### src/design/mqttpd_pkg.sv
`default_nettype none

package mqttpd_pkg;

    localparam int unsigned TOPIC_MAX_DEF   = 64;
    localparam int unsigned PAYLOAD_MAX_DEF = 256;
    localparam int unsigned MAX_FRAME_DEF   = 65535;

    localparam int unsigned PL_W = 9;
    localparam int unsigned TL_W = 6;

    localparam logic [1:0] PH_TYPE  = 2'd0;
    localparam logic [1:0] PH_LEN   = 2'd1;
    localparam logic [1:0] PH_BODY  = 2'd2;
    localparam logic [1:0] PH_TRAIL = 2'd3;

    localparam logic [3:0] T_CONNACK  = 4'd2;
    localparam logic [3:0] T_PUBLISH  = 4'd3;
    localparam logic [3:0] T_PUBACK   = 4'd4;
    localparam logic [3:0] T_SUBACK   = 4'd9;
    localparam logic [3:0] T_PINGRESP = 4'd13;

    localparam logic [3:0] ROLE_TYPE      = 4'd0;
    localparam logic [3:0] ROLE_LEN       = 4'd1;
    localparam logic [3:0] ROLE_VAR       = 4'd2;
    localparam logic [3:0] ROLE_TOPIC_LEN = 4'd3;
    localparam logic [3:0] ROLE_TOPIC_KEP = 4'd4;
    localparam logic [3:0] ROLE_TOPIC_DRP = 4'd5;
    localparam logic [3:0] ROLE_PKT_ID    = 4'd6;
    localparam logic [3:0] ROLE_PAY_KEP   = 4'd7;
    localparam logic [3:0] ROLE_PAY_DRP   = 4'd8;
    localparam logic [3:0] ROLE_IGNORED   = 4'd9;

    localparam logic [2:0] KIND_UNKNOWN  = 3'd0;
    localparam logic [2:0] KIND_CONNACK  = 3'd1;
    localparam logic [2:0] KIND_PUBLISH  = 3'd2;
    localparam logic [2:0] KIND_SUBACK   = 3'd3;
    localparam logic [2:0] KIND_PINGRESP = 3'd4;
    localparam logic [2:0] KIND_PUBACK   = 3'd5;

    typedef struct packed {
        logic [PL_W-1:0] payload_length;
        logic [TL_W-1:0] topic_length;
        logic [15:0]     packet_ident;
        logic [7:0]      conn_status;
        logic [2:0]      msg_kind;
        logic            done_res;
        logic [3:0]      byte_role;
        logic [7:0]      data_byte;
    } t_result;

endpackage

`default_nettype wire

### src/design/mqttpd_parse.sv
`default_nettype none

module mqttpd_parse import mqttpd_pkg::*; #(
    parameter int unsigned TOPIC_MAX   = TOPIC_MAX_DEF,
    parameter int unsigned PAYLOAD_MAX = PAYLOAD_MAX_DEF,
    parameter int unsigned MAX_FRAME   = MAX_FRAME_DEF
) (
    input  wire logic       i_clk,
    input  wire logic       i_rst_n,
    input  wire logic       i_en,
    input  wire logic [7:0] i_byte,
    input  wire logic       i_end,
    output t_result         o_res
);

    localparam int unsigned BC_W = $clog2(MAX_FRAME + 2);
    localparam int unsigned PC_W = $clog2(PAYLOAD_MAX + 1);

    logic [1:0]      r_phase, n_phase;
    logic [3:0]      r_ptype, n_ptype;
    logic [1:0]      r_qos, n_qos;
    logic [27:0]     r_rlen, n_rlen;
    logic [2:0]      r_lcnt, n_lcnt;
    logic [BC_W-1:0] r_bcnt, n_bcnt;
    logic [15:0]     r_tlen, n_tlen;
    logic [27:0]     r_sec, n_sec;
    logic [15:0]     r_id, n_id;
    logic [7:0]      r_code, n_code;
    logic [PC_W-1:0] r_pay, n_pay;
    logic            r_bad, n_bad;

    logic [27:0]     len_part;
    logic            kept_cur;
    logic            kept_new;
    logic            frame_ok;
    t_result         res;

    always_comb begin
        n_phase = r_phase;
        n_ptype = r_ptype;
        n_qos   = r_qos;
        n_rlen  = r_rlen;
        n_lcnt  = r_lcnt;
        n_tlen  = r_tlen;
        n_sec   = r_sec;
        n_id    = r_id;
        n_code  = r_code;
        n_pay   = r_pay;
        n_bad   = r_bad;
        n_bcnt  = (r_bcnt <= BC_W'(MAX_FRAME)) ? r_bcnt + 1'b1 : r_bcnt;
        res     = '0;
        res.data_byte = i_byte;
        res.byte_role = ROLE_IGNORED;
        res.done_res  = i_end;
        kept_cur = (r_tlen != 16'd0) && ({1'b0, r_tlen} < 17'(TOPIC_MAX));

        case (r_lcnt[1:0])
            2'd0:    len_part = {21'd0, i_byte[6:0]};
            2'd1:    len_part = {14'd0, i_byte[6:0], 7'd0};
            2'd2:    len_part = {7'd0, i_byte[6:0], 14'd0};
            default: len_part = {i_byte[6:0], 21'd0};
        endcase

        case (r_phase)
            PH_TYPE: begin
                n_phase = PH_LEN;
                n_ptype = i_byte[7:4];
                n_qos   = i_byte[2:1];
                n_rlen  = '0;
                n_lcnt  = '0;
                n_bcnt  = BC_W'(1);
                n_tlen  = '0;
                n_sec   = '0;
                n_id    = '0;
                n_code  = '0;
                n_pay   = '0;
                n_bad   = 1'b0;
                res.byte_role = ROLE_TYPE;
            end
            PH_LEN: begin
                res.byte_role = ROLE_LEN;
                n_rlen = r_rlen + len_part;
                n_lcnt = r_lcnt + 3'd1;
                if (i_byte[7]) begin
                    if (n_lcnt >= 3'd4) begin
                        n_bad   = 1'b1;
                        n_phase = PH_TRAIL;
                    end
                end else begin
                    n_phase = (n_rlen == 28'd0) ? PH_TRAIL : PH_BODY;
                end
            end
            PH_BODY: begin
                res.byte_role = ROLE_VAR;
                case (r_ptype)
                    T_CONNACK: begin
                        if (r_sec == 28'd1) begin
                            n_code = i_byte;
                        end
                    end
                    T_PUBLISH: begin
                        if (r_sec == 28'd0) begin
                            n_tlen = {i_byte, 8'd0};
                            res.byte_role = ROLE_TOPIC_LEN;
                        end else if (r_sec == 28'd1) begin
                            n_tlen = r_tlen | {8'd0, i_byte};
                            res.byte_role = ROLE_TOPIC_LEN;
                        end else if (r_sec < 28'(r_tlen) + 28'd2) begin
                            res.byte_role = kept_cur ? ROLE_TOPIC_KEP : ROLE_TOPIC_DRP;
                        end else if (r_qos != 2'd0 && r_sec < 28'(r_tlen) + 28'd4) begin
                            n_id = {r_id[7:0], i_byte};
                            res.byte_role = ROLE_PKT_ID;
                        end else if (r_pay < PC_W'(PAYLOAD_MAX)) begin
                            n_pay = r_pay + 1'b1;
                            res.byte_role = ROLE_PAY_KEP;
                        end else begin
                            res.byte_role = ROLE_PAY_DRP;
                        end
                    end
                    T_SUBACK: begin
                        if (r_sec < 28'd2) begin
                            n_id = {r_id[7:0], i_byte};
                            res.byte_role = ROLE_PKT_ID;
                        end
                    end
                    T_PINGRESP, T_PUBACK: begin
                        res.byte_role = ROLE_VAR;
                    end
                    default: begin
                        res.byte_role = ROLE_IGNORED;
                    end
                endcase
                n_sec = r_sec + 28'd1;
                if (n_sec >= r_rlen) begin
                    n_phase = PH_TRAIL;
                end
            end
            default: begin
                res.byte_role = ROLE_IGNORED;
            end
        endcase

        kept_new = (n_tlen != 16'd0) && ({1'b0, n_tlen} < 17'(TOPIC_MAX));
        frame_ok = (n_phase == PH_TRAIL) && !n_bad && (n_bcnt <= BC_W'(MAX_FRAME));

        if (i_end) begin
            if (frame_ok) begin
                case (n_ptype)
                    T_CONNACK: begin
                        if (n_rlen >= 28'd2) begin
                            res.msg_kind    = KIND_CONNACK;
                            res.conn_status = n_code;
                        end
                    end
                    T_PUBLISH: begin
                        if (n_rlen >= 28'd2 && n_rlen >= 28'(n_tlen) + 28'd2 &&
                            (n_qos == 2'd0 || n_rlen >= 28'(n_tlen) + 28'd4)) begin
                            res.msg_kind       = KIND_PUBLISH;
                            res.topic_length   = kept_new ? TL_W'(n_tlen) : '0;
                            res.packet_ident   = (n_qos != 2'd0) ? n_id : 16'd0;
                            res.payload_length = PL_W'(n_pay);
                        end
                    end
                    T_SUBACK: begin
                        if (n_rlen >= 28'd3) begin
                            res.msg_kind     = KIND_SUBACK;
                            res.packet_ident = n_id;
                        end
                    end
                    T_PINGRESP: begin
                        res.msg_kind = KIND_PINGRESP;
                    end
                    T_PUBACK: begin
                        res.msg_kind = KIND_PUBACK;
                    end
                    default: begin
                        res.msg_kind = KIND_UNKNOWN;
                    end
                endcase
            end
            n_phase = PH_TYPE;
            n_ptype = '0;
            n_qos   = '0;
            n_rlen  = '0;
            n_lcnt  = '0;
            n_bcnt  = '0;
            n_tlen  = '0;
            n_sec   = '0;
            n_id    = '0;
            n_code  = '0;
            n_pay   = '0;
            n_bad   = 1'b0;
        end
    end

    always_ff @(posedge i_clk) begin
        if (!i_rst_n) begin
            r_phase <= PH_TYPE;
            r_ptype <= '0;
            r_qos   <= '0;
            r_rlen  <= '0;
            r_lcnt  <= '0;
            r_bcnt  <= '0;
            r_tlen  <= '0;
            r_sec   <= '0;
            r_id    <= '0;
            r_code  <= '0;
            r_pay   <= '0;
            r_bad   <= 1'b0;
        end else if (i_en) begin
            r_phase <= n_phase;
            r_ptype <= n_ptype;
            r_qos   <= n_qos;
            r_rlen  <= n_rlen;
            r_lcnt  <= n_lcnt;
            r_bcnt  <= n_bcnt;
            r_tlen  <= n_tlen;
            r_sec   <= n_sec;
            r_id    <= n_id;
            r_code  <= n_code;
            r_pay   <= n_pay;
            r_bad   <= n_bad;
        end
    end

    assign o_res = res;

endmodule

`default_nettype wire

### src/design/mqtt_packet_decoder_top.sv
// Channel   Dir  Handshake                     Payload
// s_axis    in   s_axis_tvalid/s_axis_tready   tdata: rx_byte; tlast: frame_end
// m_axis    out  m_axis_tvalid/m_axis_tready   tdata: data_byte, conn_status,
//                                              packet_ident, topic_length,
//                                              payload_length; tuser: byte_role,
//                                              msg_kind; tlast: done_res
//
// Every accepted byte produces exactly one result, which is registered before it is offered
// and is held back further only while the output side is stalled.
// The parser updates in the accepting cycle; one byte per cycle unless the output stalls.
// A two-entry output stage (result register plus skid register) decouples the sides;
// the input stalls only when both entries are full.
// Reset is synchronous and active low and clears the parser and both entries.
`default_nettype none

module mqtt_packet_decoder_top import mqttpd_pkg::*; #(
    parameter int unsigned TOPIC_MAX   = TOPIC_MAX_DEF,
    parameter int unsigned PAYLOAD_MAX = PAYLOAD_MAX_DEF,
    parameter int unsigned MAX_FRAME   = MAX_FRAME_DEF
) (
    input  wire logic        i_clk,
    input  wire logic        i_rst_n,
    input  wire logic        s_axis_tvalid,
    output logic             s_axis_tready,
    input  wire logic [7:0]  s_axis_tdata,   // [7:0] rx_byte
    input  wire logic        s_axis_tlast,
    output logic             m_axis_tvalid,
    input  wire logic        m_axis_tready,
    output logic [47:0]      m_axis_tdata,   // [7:0] data_byte, [15:8] conn_status,
                                             // [31:16] packet_ident, [37:32] topic_length,
                                             // [46:38] payload_length, [47] zero
    output logic [7:0]       m_axis_tuser,   // [3:0] byte_role, [6:4] msg_kind, [7] zero
    output logic             m_axis_tlast
);

    logic    in_xfer;
    t_result res;
    t_result r_out;
    t_result r_skid;
    logic    r_out_vld;
    logic    r_skid_vld;

    assign s_axis_tready = !r_skid_vld;
    assign in_xfer       = s_axis_tvalid && s_axis_tready;

    mqttpd_parse #(
        .TOPIC_MAX   (TOPIC_MAX),
        .PAYLOAD_MAX (PAYLOAD_MAX),
        .MAX_FRAME   (MAX_FRAME)
    ) u_parse (
        .i_clk   (i_clk),
        .i_rst_n (i_rst_n),
        .i_en    (in_xfer),
        .i_byte  (s_axis_tdata),
        .i_end   (s_axis_tlast),
        .o_res   (res)
    );

    always_ff @(posedge i_clk) begin
        if (!i_rst_n) begin
            r_out_vld  <= 1'b0;
            r_skid_vld <= 1'b0;
        end else begin
            if (r_skid_vld) begin
                if (m_axis_tready) begin
                    r_skid_vld <= 1'b0;
                end
            end else if (in_xfer) begin
                if (r_out_vld && !m_axis_tready) begin
                    r_skid_vld <= 1'b1;
                end else begin
                    r_out_vld <= 1'b1;
                end
            end else if (m_axis_tready) begin
                r_out_vld <= 1'b0;
            end
        end
    end

    always_ff @(posedge i_clk) begin
        if (r_skid_vld) begin
            if (m_axis_tready) begin
                r_out <= r_skid;
            end
        end else if (in_xfer) begin
            if (r_out_vld && !m_axis_tready) begin
                r_skid <= res;
            end else begin
                r_out <= res;
            end
        end
    end

    assign m_axis_tvalid = r_out_vld;
    assign m_axis_tlast  = r_out.done_res;
    assign m_axis_tdata  = {1'b0, r_out.payload_length, r_out.topic_length,
                            r_out.packet_ident, r_out.conn_status, r_out.data_byte};
    assign m_axis_tuser  = {1'b0, r_out.msg_kind, r_out.byte_role};

`ifndef SYNTHESIS
    a_skid_implies_out: assert property (@(posedge i_clk) disable iff (!i_rst_n)
        r_skid_vld |-> r_out_vld)
        else $error("skid entry held while output register empty");

    a_stall_to_skid: assert property (@(posedge i_clk) disable iff (!i_rst_n)
        (in_xfer && r_out_vld && !m_axis_tready) |=> r_skid_vld)
        else $error("transfer during output stall not kept in skid register");

    a_summary_only_at_end: assert property (@(posedge i_clk) disable iff (!i_rst_n)
        (m_axis_tvalid && !m_axis_tlast) |->
            (m_axis_tuser[6:4] == KIND_UNKNOWN && m_axis_tdata[46:8] == 39'd0))
        else $error("summary fields set on a byte that does not end the frame");
`endif

endmodule

`default_nettype wire

### config.mk
export PLATFORM = sky130hd
export DESIGN_NAME = mqtt_packet_decoder_top
export DESIGN_NICKNAME = d
export VERILOG_FILES = /design/src/design/mqttpd_pkg.sv /design/src/design/mqttpd_parse.sv /design/src/design/mqtt_packet_decoder_top.sv
export SDC_FILE = /design/constraint.sdc
export NUM_CORES = 1
export LEC_CHECK = 0
export BUFFER_PORTS_ARGS = -buffer_cell sky130_fd_sc_hd__buf_2
export CAP_MARGIN = 10
export CORE_ASPECT_RATIO = 0.9
export CORE_MARGIN = 5
export CORE_UTILIZATION = 55
export DETAILED_ROUTE_END_ITERATION = 8
export MAX_ROUTING_LAYER = met4
export PLACE_DENSITY_LB_ADDON = 0.2
export SLEW_MARGIN = 30
export SYNTH_ARGS = -nofsm -noshare
export SYNTH_HDL_FRONTEND = slang
export SYNTH_HIERARCHICAL = 1
export SYNTH_SLANG_ARGS = --single-unit
### constraint.sdc
create_clock -name i_clk -period 6.01 [get_ports i_clk]
set_clock_uncertainty 0.05 [all_clocks]
set_input_delay 0 -clock i_clk [delete_from_list [all_inputs] [get_ports i_clk]]
set_output_delay 0 -clock i_clk [all_outputs]
set_load 0.05 [all_outputs]
==> impl_metrics.ini <==
[logic_synthesis]
synth_cells = 1876
netlist_top_cells_area = edfxtp_1 (19%), dfxtp_1 (16%), ha_1 (9.9%), nor2_1 (4.8%), mux2_4 (4.8%)
synth_ff_type = dfxtp_1
synth-simple-area-share_pct = 18.5
synthDistinctLibCells = 102
yosysSeqAreaShare_pct = 34.9
synthArstFlopShare_pct = 0
synth_top_family_by_area = compound AO/OA/AOI/OAI gates
synthAdderAreaFrac_pct = 9.97
yosys.area.top_type_share_pct = 19.1
yosys-top-cells-count = nor2_1 (221), dfxtp_1 (136), ha_1 (136), nand2_1 (116), edfxtp_1 (110)
synth_compound_area_share_pct = 20.4
netlist_area_um2 = 17300
yosys.cell_count.top_type = nor2_1
yosysWarningCount = 6
muxShareOfSynthArea_pct = 5.64
ys_seq_elements = 246
synth_area_leader_cell = edfxtp_1
synth-edff-count = 110
synth-xor-area-share_pct = 5.53
syn_avg_cell_area_um2 = 9.21

[die]
row_count = 61
io_pins = 72
initial_core_util_pct = 55.9
design.core.area_um2 = 30900
dieArea_um2 = 35100
die_y_um = 178
die_x_um = 197

[min_path]
min_from = s_axis_tdata[5]
hold_end = r_skid[5]$_DFFE_PP_
holdPathStages = 2
hp-class = input port to flip-flop

[timing]
hold_viol = 0
period_share_pct = 95.4
layout_min_cycle_time_ps = 5730
fin_hold_ws_ps = 401
relSlewSlack_pct = 38.7
fmax_mhz = 174
setup_violations = 0
tightest_slew_ps = 915
final-max-slew-violation-count = 0

[power]
p_per_area_nw_per_um2 = 200
leakage_nw = 7.54
finalPower_w = 0.00384
peakVddDrop_mv = 0.238

[cells_and_area]
nFillCells = 2600
final_util_pct = 62.0
drive_above_1_share_pct = 16.0
fin_nets = 2088
synthToLayoutAreaGrowth_pct = 10.9
n_antenna_cell = 0

[setup_path]
cp.required_ps = 6250
rr_endpoint = m_axis_tdata[34]$_DFFE_PP_
crit_arrival_ps = 5980
crit_path_start_kind = flip-flop
rrSetupSlack_ps = 280
critPathKind = flip-flop to flip-flop
r2r_cells = 20
crit_fanout = 15
r2r_start = u_parse/r_sec[9]$_SDFFE_PN0P_
endpoint_kind = flip-flop

[clocking]
ctsRootBufferMaster = clkbuf_16
worstSkewPairLatency_ps = 550
ctsHtreeMaxLevel = 1
path_clk_slew_ps = 60
cts.sinks = 246
cts_tree = done
cts_made_buffers = 26
clockBufferDepth = 3

[grt]
grtUsageTotal_pct = 28.9
grt_pass1_vias = 14200
antenna_found_initial = 0
grt.overflow.total = 0
grt_pass1_wl_mm = 79.3
grt_max_degree = 76

[status]
status = finished clean

[routing]
drtIter0Drc = 1549
drtAntennaViolNets = 0
wl_per_cell_um = 21.4
vias = 15100
drcViolationCount = 0
routed_via_density = 6.39
first_pass_iters = 6
drt_wl_total_mm = 50.6

[place]
gp_congestion = 1.00
port_buffers = 69
dpl.hpwl_mm = 36.9

[job]
maxCapViolCount = 0
-- layout by cell type (no fill, tap or decap), types with 19 or more instances in the layout --
cell and count:
and2_1 40, nor2_1 219, xor2_1 54, buf_2 69, nand2_1 116, a22oi_1 79, ha_1 136, a21o_1 35
edfxtp_1 110, mux2_4 55, dfxtp_1 135, o21ai_0 75, nor2b_1 20, nor4_1 19, clkbuf_16 26, and3_1 25
nor3_1 28, xnor2_1 55, inv_1 64, nand3_1 53, nand4_1 45, buf_4 65, a21oi_1 101
-- cell type report --
cell class	instances	area, um2	area share (%)
Clock inverter	7	71.3	0.372
Inverter	67	251	1.31
Tap cell	409	512	2.67
Timing Repair Buffer	150	1010	5.29
Sequential cell	246	6030	31.5
Clock buffer	41	807	4.21
Multi-Input combinational cell	1447	10500	54.7
-- state kept, by name, indices dropped and copies added, names as in the netlist --
| signal | flops |
|---|---|
| r_skid | 55 |
| m_axis_tdata | 47 |
| u_parse/r_rlen | 28 |
| u_parse/r_sec | 28 |
| u_parse/r_bcnt | 17 |
| u_parse/r_id | 16 |
| u_parse/r_tlen | 16 |
| u_parse/r_pay | 9 |
| u_parse/r_code | 8 |
| m_axis_tuser | 7 |
| u_parse/r_ptype | 4 |
| u_parse/r_lcnt | 3 |
| u_parse/r_phase | 2 |
| u_parse/r_qos | 2 |
| m_axis_tlast | 1 |
| m_axis_tvalid | 1 |
| r_skid_vld | 1 |
| u_parse/r_bad | 1 |
-- worst max path at each step --
| stage | from | to | slack, ps | cells after the start |
|---|---|---|---|---|
| 2_1_floorplan | u_parse/r_sec[2]$_SDFFE_PN0P_ | m_axis_tdata[22]$_DFFE_PP_ | 430 | 22 |
| 3_3_place_gp | u_parse/r_sec[9]$_SDFFE_PN0P_ | m_axis_tdata[34]$_DFFE_PP_ | 320 | 21 |
| 3_5_place_dp | u_parse/r_sec[9]$_SDFFE_PN0P_ | m_axis_tdata[34]$_DFFE_PP_ | 120 | 20 |
| 4_1_cts | u_parse/r_sec[9]$_SDFFE_PN0P_ | m_axis_tdata[34]$_DFFE_PP_ | 60 | 20 |
| 5_1_grt | u_parse/r_sec[0]$_SDFFE_PN0P_ | m_axis_tdata[34]$_DFFE_PP_ | -20 | 23 |
| 6_report | u_parse/r_sec[9]$_SDFFE_PN0P_ | m_axis_tdata[34]$_DFFE_PP_ | 280 | 20 |
-- through the flow --
stage / instances / area, um2 / setup TNS [ps] / setup WS [ps]
after CTS: 2364 / 19100 / 0 / 60.6
after floorplan: 1877 / 17300 / 0 / 435
after global placement: 2301 / 18000 / 0 / 322
final: 2367 / 19200 / 0 / 276
after detailed placement: 2302 / 18000 / 0 / 124
after global routing: 2367 / 19200 / -36.7 / -15.9
-- worst max-delay path, cell delays in order (launching register included) --
cell,delay [ps]
dfxtp_1,360
nor4_1,430
nand4_1,140
buf_4,190
or4_4,450
nor2_2,300
a22o_1,390
nand3b_4,140
or3b_1,480
nor4_2,230
xnor2_1,170
ha_1,270
a21o_1,190
a2111oi_1,380
o311ai_0,210
o221ai_1,130
a41oi_2,100
o211ai_2,210
buf_4,280
nor4_2,100
mux2_4,290
-- routing by layer --
| metal | share of wire (%) | track usage (%) |
|---|---|---|
| met4 | 3.7 | 9.53 |
| met1 | 43 | 39.2 |
| met3 | 8.5 | 5.38 |
| met2 | 44 | 43.9 |
| met5 | 0 | - |
-- cell families (layout without fill, tap and decap cells) --
kind of cell	after synthesis	after routing
simple gates	642	642
compound gates	488	488
flops	246	246
buf+inv	184	265
fa+ha+maj	137	137
xor+xnor	109	109
mux	69	69
other cells	1	2
-- where the power goes --
part	internal (W)	switching [W]	leakage, nW
logic	0.0000991	0.000294	4.95
registers	0.00178	0.0000185	2.16
clock network	0.000961	0.000678	0.432
total	0.00284	0.000991	7.54
-- repair_timing --
| action | in CTS | in global routing |
|---|---|---|
| endpoints found under the hold margin | 37 | 0 |
| setup endpoints to repair | 0 | 71 |
| gates resized for setup | 0 | 15 |
| hold buffers | 14 | 0 |
| buffers inserted | 0 | 3 |
(Power assumes the default switching activity.)
